File: src/design/set_assoc_lru_cache_model_core_macros.svh
// Assertion macros for the set-associative LRU cache core.
// Included by the top level; relies on i_clk and i_rst_n in the including scope.
`ifndef SET_ASSOC_LRU_CACHE_MODEL_CORE_MACROS_SVH
`define SET_ASSOC_LRU_CACHE_MODEL_CORE_MACROS_SVH

// Same-cycle implication, checked outside reset.
`define SALC_ASSERT_IMPL(label, ante, cons, msg) \
    label: assert property (@(posedge i_clk) disable iff (!i_rst_n) (ante) |-> (cons)) \
        else $error(msg);

// Next-cycle implication, checked outside reset.
`define SALC_ASSERT_NEXT(label, ante, cons, msg) \
    label: assert property (@(posedge i_clk) disable iff (!i_rst_n) (ante) |=> (cons)) \
        else $error(msg);

`endif

File: src/design/salc_pkg.sv
// Shared types and constants for the set-associative LRU cache core.
// No dependencies; used by the controller, the datapath and the top level.
package salc_pkg;

    localparam int ADDR_W = 32;
    localparam int MISS_W = 32;

    // Commands from the controller to the datapath.
    typedef struct packed {
        logic accept;      // capture the input word and start the set read
        logic commit;      // update the set, the counter and the result register
        logic clear_step;  // write one cleared metadata row
    } t_ctrl_cmd;

    // Status from the datapath to the controller.
    typedef struct packed {
        logic clear_last;  // the current clearing write is the last row
        logic out_stall;   // result register full and not taken this cycle
    } t_dp_status;

endpackage

File: src/design/salc_ram.sv
// Generic single-write, single-read RAM with a registered read port.
// No dependencies.
module salc_ram #(
    parameter int WIDTH = 8,
    parameter int DEPTH = 16,
    localparam int AW = (DEPTH > 1) ? $clog2(DEPTH) : 1
) (
    input  logic             i_clk,
    input  logic             i_we,
    input  logic [AW-1:0]    i_waddr,
    input  logic [WIDTH-1:0] i_wdata,
    input  logic [AW-1:0]    i_raddr,
    output logic [WIDTH-1:0] o_rdata
);

    logic [WIDTH-1:0] r_mem [DEPTH];
    logic [WIDTH-1:0] r_rdata;

    always_ff @(posedge i_clk) begin
        if (i_we) begin
            r_mem[i_waddr] <= i_wdata;
        end
        r_rdata <= r_mem[i_raddr];
    end

    assign o_rdata = r_rdata;

endmodule

File: src/design/salc_ctrl.sv
// Controller for the cache core: clearing pass, accept, lookup and commit.
// Depends on salc_pkg for the command and status structs.
module salc_ctrl (
    input  logic                  i_clk,
    input  logic                  i_rst_n,
    input  logic                  i_valid,
    output logic                  o_ready,
    output salc_pkg::t_ctrl_cmd   o_cmd,
    input  salc_pkg::t_dp_status  i_status
);

    localparam logic [1:0] S_CLEAR = 2'd0;
    localparam logic [1:0] S_IDLE  = 2'd1;
    localparam logic [1:0] S_LOOK  = 2'd2;

    logic [1:0] r_state;
    logic [1:0] n_state;

    always_comb begin
        n_state = r_state;
        o_cmd   = '0;
        o_ready = 1'b0;
        unique case (r_state)
            S_CLEAR: begin
                o_cmd.clear_step = 1'b1;
                if (i_status.clear_last) begin
                    n_state = S_IDLE;
                end
            end
            S_IDLE: begin
                o_ready = 1'b1;
                if (i_valid) begin
                    o_cmd.accept = 1'b1;
                    n_state      = S_LOOK;
                end
            end
            S_LOOK: begin
                // The set row is on the RAM outputs; wait only for room in the result register.
                if (!i_status.out_stall) begin
                    o_cmd.commit = 1'b1;
                    n_state      = S_IDLE;
                end
            end
            default: begin
                n_state = S_CLEAR;
            end
        endcase
    end

    always_ff @(posedge i_clk) begin
        if (!i_rst_n) begin
            r_state <= S_CLEAR;
        end else begin
            r_state <= n_state;
        end
    end

endmodule

File: src/design/salc_dp.sv
// Datapath for the cache core: tag and metadata RAMs, way compare, LRU update,
// miss counter and result register. Depends on salc_pkg and salc_ram.
module salc_dp #(
    parameter int LINE_SIZE = 64,
    parameter int SETS      = 32,
    parameter int WAYS      = 4
) (
    input  logic                         i_clk,
    input  logic                         i_rst_n,
    input  salc_pkg::t_ctrl_cmd          i_cmd,
    output salc_pkg::t_dp_status         o_status,
    input  logic [salc_pkg::ADDR_W-1:0]  i_byte_address,
    output logic                         o_valid,
    input  logic                         i_ready,
    output logic                         o_hit,
    output logic                         o_evicted,
    output logic [salc_pkg::MISS_W-1:0]  o_miss_total
);

    localparam int OFFSET_W = $clog2(LINE_SIZE);
    localparam int SET_BITS = $clog2(SETS);
    localparam int SET_W    = (SET_BITS > 0) ? SET_BITS : 1;
    localparam int TAG_W    = salc_pkg::ADDR_W - OFFSET_W - SET_BITS;
    localparam int WAY_W    = (WAYS > 1) ? $clog2(WAYS) : 1;
    localparam int RANK_W   = WAY_W;
    localparam int META_W   = WAYS * (1 + RANK_W);
    localparam int TROW_W   = WAYS * TAG_W;

    logic [salc_pkg::ADDR_W-1:0] w_line;
    logic [SET_W-1:0]            w_in_set;
    logic [TAG_W-1:0]            w_in_tag;

    logic [SET_W-1:0]  r_set;
    logic [TAG_W-1:0]  r_tag;
    logic [SET_W-1:0]  r_clr_idx;
    logic [salc_pkg::MISS_W-1:0] r_miss;
    logic              r_out_valid;
    logic              r_hit;
    logic              r_evicted;

    logic [META_W-1:0] w_meta_rd;
    logic [TROW_W-1:0] w_tag_rd;
    logic [META_W-1:0] w_meta_new;
    logic [TROW_W-1:0] w_tag_new;
    logic [META_W-1:0] w_meta_wdata;
    logic [SET_W-1:0]  w_meta_waddr;
    logic [SET_W-1:0]  w_raddr;
    logic              w_meta_we;
    logic              w_tag_we;

    logic [WAYS-1:0]   w_valid;
    logic [RANK_W-1:0] w_rank [WAYS];
    logic [TAG_W-1:0]  w_tags [WAYS];

    logic              w_hit_found;
    logic [WAY_W-1:0]  w_hit_way;
    logic [RANK_W-1:0] w_hit_rank;
    logic              w_empty_found;
    logic [WAY_W-1:0]  w_empty_way;
    logic [WAY_W-1:0]  w_victim_way;
    logic [WAY_W-1:0]  w_slot;

    // Line offset, set and tag are plain bit fields because all sizes are powers of two.
    assign w_line   = i_byte_address >> OFFSET_W;
    assign w_in_set = SET_W'(w_line & salc_pkg::ADDR_W'(SETS - 1));
    assign w_in_tag = TAG_W'(w_line >> SET_BITS);

    assign w_raddr = i_cmd.accept ? w_in_set : r_set;

    salc_ram #(
        .WIDTH (META_W),
        .DEPTH (SETS)
    ) u_meta_ram (
        .i_clk   (i_clk),
        .i_we    (w_meta_we),
        .i_waddr (w_meta_waddr),
        .i_wdata (w_meta_wdata),
        .i_raddr (w_raddr),
        .o_rdata (w_meta_rd)
    );

    salc_ram #(
        .WIDTH (TROW_W),
        .DEPTH (SETS)
    ) u_tag_ram (
        .i_clk   (i_clk),
        .i_we    (w_tag_we),
        .i_waddr (r_set),
        .i_wdata (w_tag_new),
        .i_raddr (w_raddr),
        .o_rdata (w_tag_rd)
    );

    always_comb begin
        for (int w = 0; w < WAYS; w++) begin
            w_valid[w] = w_meta_rd[w];
            w_rank[w]  = w_meta_rd[WAYS + w*RANK_W +: RANK_W];
            w_tags[w]  = w_tag_rd[w*TAG_W +: TAG_W];
        end
    end

    // Way search. In a full set the ranks are exactly 0..WAYS-1, so the least
    // recent way is the one holding the top rank.
    always_comb begin
        w_hit_found   = 1'b0;
        w_hit_way     = '0;
        w_hit_rank    = '0;
        w_empty_found = 1'b0;
        w_empty_way   = '0;
        w_victim_way  = '0;
        for (int w = 0; w < WAYS; w++) begin
            if (w_valid[w] && (w_tags[w] == r_tag) && !w_hit_found) begin
                w_hit_found = 1'b1;
                w_hit_way   = WAY_W'(w);
                w_hit_rank  = w_rank[w];
            end
            if (!w_valid[w] && !w_empty_found) begin
                w_empty_found = 1'b1;
                w_empty_way   = WAY_W'(w);
            end
            if (w_valid[w] && (w_rank[w] == RANK_W'(WAYS - 1))) begin
                w_victim_way = WAY_W'(w);
            end
        end
    end

    assign w_slot = w_empty_found ? w_empty_way : w_victim_way;

    always_comb begin
        w_meta_new = w_meta_rd;
        w_tag_new  = w_tag_rd;
        for (int w = 0; w < WAYS; w++) begin
            if (w_hit_found) begin
                if (WAY_W'(w) == w_hit_way) begin
                    w_meta_new[WAYS + w*RANK_W +: RANK_W] = '0;
                end else if (w_valid[w] && (w_rank[w] < w_hit_rank)) begin
                    w_meta_new[WAYS + w*RANK_W +: RANK_W] = w_rank[w] + RANK_W'(1);
                end
            end else begin
                if (WAY_W'(w) == w_slot) begin
                    w_meta_new[w]                         = 1'b1;
                    w_meta_new[WAYS + w*RANK_W +: RANK_W] = '0;
                    w_tag_new[w*TAG_W +: TAG_W]           = r_tag;
                end else if (w_valid[w]) begin
                    w_meta_new[WAYS + w*RANK_W +: RANK_W] = w_rank[w] + RANK_W'(1);
                end
            end
        end
    end

    assign w_meta_we    = i_cmd.clear_step | i_cmd.commit;
    assign w_meta_waddr = i_cmd.clear_step ? r_clr_idx : r_set;
    assign w_meta_wdata = i_cmd.clear_step ? '0 : w_meta_new;
    assign w_tag_we     = i_cmd.commit & ~w_hit_found;

    always_ff @(posedge i_clk) begin
        if (i_cmd.accept) begin
            r_set <= w_in_set;
            r_tag <= w_in_tag;
        end
        if (i_cmd.commit) begin
            r_hit     <= w_hit_found;
            r_evicted <= ~w_hit_found & ~w_empty_found;
        end
    end

    // The counter drives the result directly: it changes only when a new result is loaded.
    always_ff @(posedge i_clk) begin
        if (!i_rst_n) begin
            r_clr_idx   <= '0;
            r_miss      <= '0;
            r_out_valid <= 1'b0;
        end else begin
            if (i_cmd.clear_step) begin
                r_clr_idx <= (r_clr_idx == SET_W'(SETS - 1)) ? '0 : r_clr_idx + SET_W'(1);
            end
            if (i_cmd.commit && !w_hit_found && (r_miss != '1)) begin
                r_miss <= r_miss + salc_pkg::MISS_W'(1);
            end
            if (i_cmd.commit) begin
                r_out_valid <= 1'b1;
            end else if (i_ready) begin
                r_out_valid <= 1'b0;
            end
        end
    end

    assign o_status.clear_last = (r_clr_idx == SET_W'(SETS - 1));
    assign o_status.out_stall  = r_out_valid & ~i_ready;

    assign o_valid      = r_out_valid;
    assign o_hit        = r_hit;
    assign o_evicted    = r_evicted;
    assign o_miss_total = r_miss;

endmodule

File: src/design/set_assoc_lru_cache_model_core.sv
// Top level of the set-associative LRU cache tag model.
// Depends on salc_pkg, salc_ctrl, salc_dp (with salc_ram) and the assertion macro header.
//
//   channel  direction  handshake          payload
//   input    in         i_valid / o_ready  i_byte_address
//   result   out        o_valid / i_ready  o_hit, o_evicted, o_miss_total
//
// For each word the set row is first read from the tag and metadata RAMs; the ways
// are then compared and the row is written back.
// After reset a clearing pass writes SETS metadata rows, one a cycle, before the
// first word is taken.
// A result waits in an output register; the next word is taken meanwhile, and its
// lookup holds until that register is free.
`include "set_assoc_lru_cache_model_core_macros.svh"

module set_assoc_lru_cache_model_core #(
    parameter int LINE_SIZE = 64,
    parameter int SETS      = 32,
    parameter int WAYS      = 4
) (
    input  logic                         i_clk,
    input  logic                         i_rst_n,
    input  logic                         i_valid,
    output logic                         o_ready,
    input  logic [salc_pkg::ADDR_W-1:0]  i_byte_address,
    output logic                         o_valid,
    input  logic                         i_ready,
    output logic                         o_hit,
    output logic                         o_evicted,
    output logic [salc_pkg::MISS_W-1:0]  o_miss_total
);

    salc_pkg::t_ctrl_cmd  w_cmd;
    salc_pkg::t_dp_status w_status;

    salc_ctrl u_ctrl (
        .i_clk    (i_clk),
        .i_rst_n  (i_rst_n),
        .i_valid  (i_valid),
        .o_ready  (o_ready),
        .o_cmd    (w_cmd),
        .i_status (w_status)
    );

    salc_dp #(
        .LINE_SIZE (LINE_SIZE),
        .SETS      (SETS),
        .WAYS      (WAYS)
    ) u_dp (
        .i_clk          (i_clk),
        .i_rst_n        (i_rst_n),
        .i_cmd          (w_cmd),
        .o_status       (w_status),
        .i_byte_address (i_byte_address),
        .o_valid        (o_valid),
        .i_ready        (i_ready),
        .o_hit          (o_hit),
        .o_evicted      (o_evicted),
        .o_miss_total   (o_miss_total)
    );

    `SALC_ASSERT_IMPL(a_cmd_exclusive, 1'b1, $onehot0(w_cmd), "overlapping controller commands")
    `SALC_ASSERT_NEXT(a_commit_shows, w_cmd.commit, o_valid, "commit did not present a result")
    `SALC_ASSERT_NEXT(a_accept_busy, w_cmd.accept, !o_ready, "input ready during a lookup")
    `SALC_ASSERT_IMPL(a_hit_no_evict, o_valid, !(o_hit && o_evicted), "a hit reported an eviction")

endmodule

File: config.mk
export PLATFORM = sky130hd
export DESIGN_NAME = set_assoc_lru_cache_model_core
export DESIGN_NICKNAME = d
export VERILOG_FILES = /design/src/design/salc_pkg.sv /design/src/design/salc_ram.sv /design/src/design/salc_ctrl.sv /design/src/design/salc_dp.sv /design/src/design/set_assoc_lru_cache_model_core.sv
export VERILOG_INCLUDE_DIRS = /design/src /design/src/design
export SDC_FILE = /design/constraint.sdc
export NUM_CORES = 2
export LEC_CHECK = 0
export BUFFER_PORTS_ARGS = -buffer_cell sky130_fd_sc_hd__clkbuf_2
export CAP_MARGIN = 20
export CORE_UTILIZATION = 33
export CTS_BUF_LIST = sky130_fd_sc_hd__clkbuf_8
export DETAILED_ROUTE_END_ITERATION = 10
export GPL_TIMING_DRIVEN = 0
export PLACE_DENSITY = 0.6
export SETUP_SLACK_MARGIN = 0.3
export SKIP_LAST_GASP = 1
export SYNTH_ARGS = -nofsm -noshare
export SYNTH_HDL_FRONTEND = slang
export SYNTH_HIERARCHICAL = 1
export SYNTH_SLANG_ARGS = --single-unit
File: constraint.sdc
create_clock -name i_clk -period 6.1 [get_ports i_clk]
set_clock_uncertainty 0.15 [all_clocks]
set_input_delay 0 -clock i_clk [delete_from_list [all_inputs] [get_ports i_clk]]
set_output_delay 0 -clock i_clk [all_outputs]
set_load 0.005 [all_outputs]
==> metrics.md <==
| Metric | Value |
|---|---|
| Status | complete, no violations |
| Syn Inst Count | 6422 |
| Core ar. | 0.377 mm2 |
| MaxCap Viol Count | 0 |
| Final TNS setup | 0 ps |
| Gpl congestion | 0.894 |
| Overflow after GRT | 0 |
| Ys async rst share | 0% |
| Synth cell types | 70 |
| Area growth syn-to-layout | 16.6% |
| PortBufs | 65 |
| Final Cycle Share | 96.2% |
| Clock Tree Buf Depth | 4 |
| Clk pin slew, worst setup/hold paths | 70 ps |
| Total track usage | 18.4% |
| Synth Register Bits | 3236 |
| Die area | 0.382 mm2 |
| Rows | 225 |
| Critical path cell sequence | buf_2 > xor2_1 > nor4b_1 > buf_2 > a22oi_1 > and2_4 > inv_2 > nor2_1 > or3b_2 > clkbuf_1 > nor2_4 > buf_12 > buf_12 |
| Final std cells w/o fill | 12700 |
| Vias per inst | 5.32 |
| Cell taking the most area after synthesis | edfxtp_1 |
| CTS root buf | clkbuf_8 |
| Overall Power | 41.4 mW |
| Wire length per cell | 28.6 um |
| Worst-Skew Late Latency | 1090 ps |
| Most frequent cell after synthesis | edfxtp_1 |
| CP Data Arrival Time | 6460 ps |
| H-tree levels | 5 |
| Synthesized net count | 6468 |
| Worst-margin pin slew | 1210 ps |
| Synthesized area per cell | 19.5 um2 |
| Slew Viols, Final | 0 |
| Place WS | -241 ps |
| CP Max Fanout | 18 |
| Worst setup EP type | flip-flop |
| Leakage | 44.2 nW |
| Yosys warning count | 6 |
| CTS tree | yes |
| RSZ-0062 raised after global routing | true |
| Top FF cell, synth | edfxtp_1 |
| Die height | 618 um |
| Top-Level Pins | 72 |
| Max Freq | 170 MHz |
| Vias | 67600 |
| Top post-synthesis cells by count | edfxtp_1, mux2i_1, a22oi_1, mux4_2, nand3_1 |
| HPWL Detailed | 245 mm |
| Post-DP Area | 0.136 mm2 |
| Startpoint types | flip-flop |
| Layout cells sized above 1 | 21.3% |
| Post-Syn Area | 0.125 mm2 |
| First-pass DRT Iterations | 6 |
| Hold/Removal Path Class | in2reg |
| Worst setup margin | 231 ps |
| Layout Utilization | 38.8% |
| Synth area leaders | edfxtp_1, mux2i_1, mux4_2, a22oi_1, dfxtp_1 |
| Crit path time final | 5870 ps |
| Initial Utilization | 33.3% |
| Vias in the first global route | 67800 |
| Largest net degree at the start of global routing | 33 |
| Antenna Nets Post-Route | 0 |
| EDFF count, synth | 3095 |
| Yosys top cell area share | 74.2% |
| Final WL | 363 mm |
| Post-synthesis sequential area ratio | 76.4% |
| Clk sinks | 3236 |
| Hold slack | 67.5 ps |
| DRT iter0 DRCs | 7941 |
| Peak per-stage delay on the critical path | 680 ps |
| Final setup fails | 0 |
| Nets | 7333 |
| DRC | 0 |
| Worst slew margin | 19.0% |
| CTS Buf Count | 481 |
| First-pass GRT wire length | 504 mm |
| Die Wd | 618 um |
| PD cells | 283 mW/mm2 |
| Initial antenna violation count | 19 |
| Kind of critical path | reg2reg |
| Final instance area | 0.146 mm2 |
| VDD IR max | 179 uV |
| Critical Path Slowest Stage Cell | xor2_1 |
| Dpl cells | 11600 |
| Final hold vios | 0 |
| WP data required | 6690 ps |
[cell usage in the layout, fill, tap and decap left out, types with 93 or more instances in the layout]
cell      netlist  routed
buf_4          53     118
a22oi_1       496     496
mux2i_1       876     876
buf_12          8     135
inv_1          14     187
edfxtp_1     3095    3095
clkbuf_8        0     507
nand4_1        93      93
nand3_1       198     197
mux4_2        336     336
dfxtp_1       141     141
clkbuf_1      136     133
buf_2         124     125
clkinv_1        0     111
[critical path: cells and delay by family (launching register included)]
family | cells | cell delay, ps
and+or+nand+nor | 5 | 2100
buffers and inverters | 6 | 1730
xor gates and xnor gates | 1 | 680
DFF | 1 | 500
AOI/OAI and AO/OA | 1 | 290
[path summary, 6_finish.rpt]
check | startpoint | slack, ps | cells after the start | endpoint
worst max-delay path | u_dp/r_tag[9]$_DFFE_PP_ | 230 | 13 | u_dp/u_tag_ram/r_mem[16][73]$_DFFE_PP_
worst min-delay path | i_byte_address[21] | 70 | 3 | u_dp/r_tag[10]$_DFFE_PP_
worst max register to register | u_dp/r_tag[9]$_DFFE_PP_ | 230 | 13 | u_dp/u_tag_ram/r_mem[16][73]$_DFFE_PP_
worst min register to register | u_dp/o_miss_total[19]$_SDFFE_PN0P_ | 360 | 2 | u_dp/o_miss_total[19]$_SDFFE_PN0P_
[layer usage]
layer	up-vias	GRT usage, %	part of all wire [%]
met4	2	7.78	4.5
met3	721	3.27	8.2
li1	28200	-	-
met5	-	0	0.0039
met2	3336	31.6	49
met1	35300	22.9	38
[area by class of cell]
type	count	area, um2
clock buffers	506	6960
fillers	33800	231000
clock inverters	386	2010
repair buffers	380	5120
well taps	4994	6250
plain buffers	364	2070
flip-flops and latches	3236	95800
inverters	15	56.3
multi-input cells	2809	27900
diodes	11	27.5
[flip-flops by register name, indices dropped and copies added (netlist names), 2 cells and up]
signal,flops
u_dp/u_tag_ram/r_mem,2688
u_dp/u_meta_ram/r_mem,384
u_dp/u_tag_ram/o_rdata,84
u_dp/o_miss_total,32
u_dp/r_tag,21
u_dp/u_meta_ram/o_rdata,12
u_dp/r_clr_idx,5
u_dp/r_set,5
u_ctrl/r_state,2
[cells by family (layout without fill, tap and decap cells)]
family / after synthesis / count (layout) / share of synthesized area (%)
AO/OA/AOI/OAI: 718 / 720 / 4.25
XOR/XNOR: 109 / 109 / 0.762
adder cells (fa/ha/maj): 10 / 10 / 0.0998
buffers and inverters: 379 / 1651 / 1.70
flip-flops: 3236 / 3236 / 76.4
multiplexers: 1306 / 1306 / 13.9
other: 0 / 11 / 0
AND/OR/NAND/NOR: 664 / 664 / 2.84
[power breakdown]
| part | internal [mW] | leakage, nW | switching, mW | total (mW) |
|---|---|---|---|---|
| Clock | 8.20 | 5.25 | 8.34 | 16.5 |
| Sequential | 24.3 | 28.4 | 0.0258 | 24.3 |
| Combinational | 0.134 | 10.6 | 0.444 | 0.579 |
[what timing repair did]
item | in CTS | in global routing
setup buffers | 41 | 19
endpoints found under the setup margin | 2282 | 798
resized for setup | 3 | 6
hold buffers | 73 | 0
pin swaps | 14 | 6
endpoints found under the hold margin | 101 | 0
cloned | 1 | 1
No activity file was read; power rests on OpenSTA's default activity.
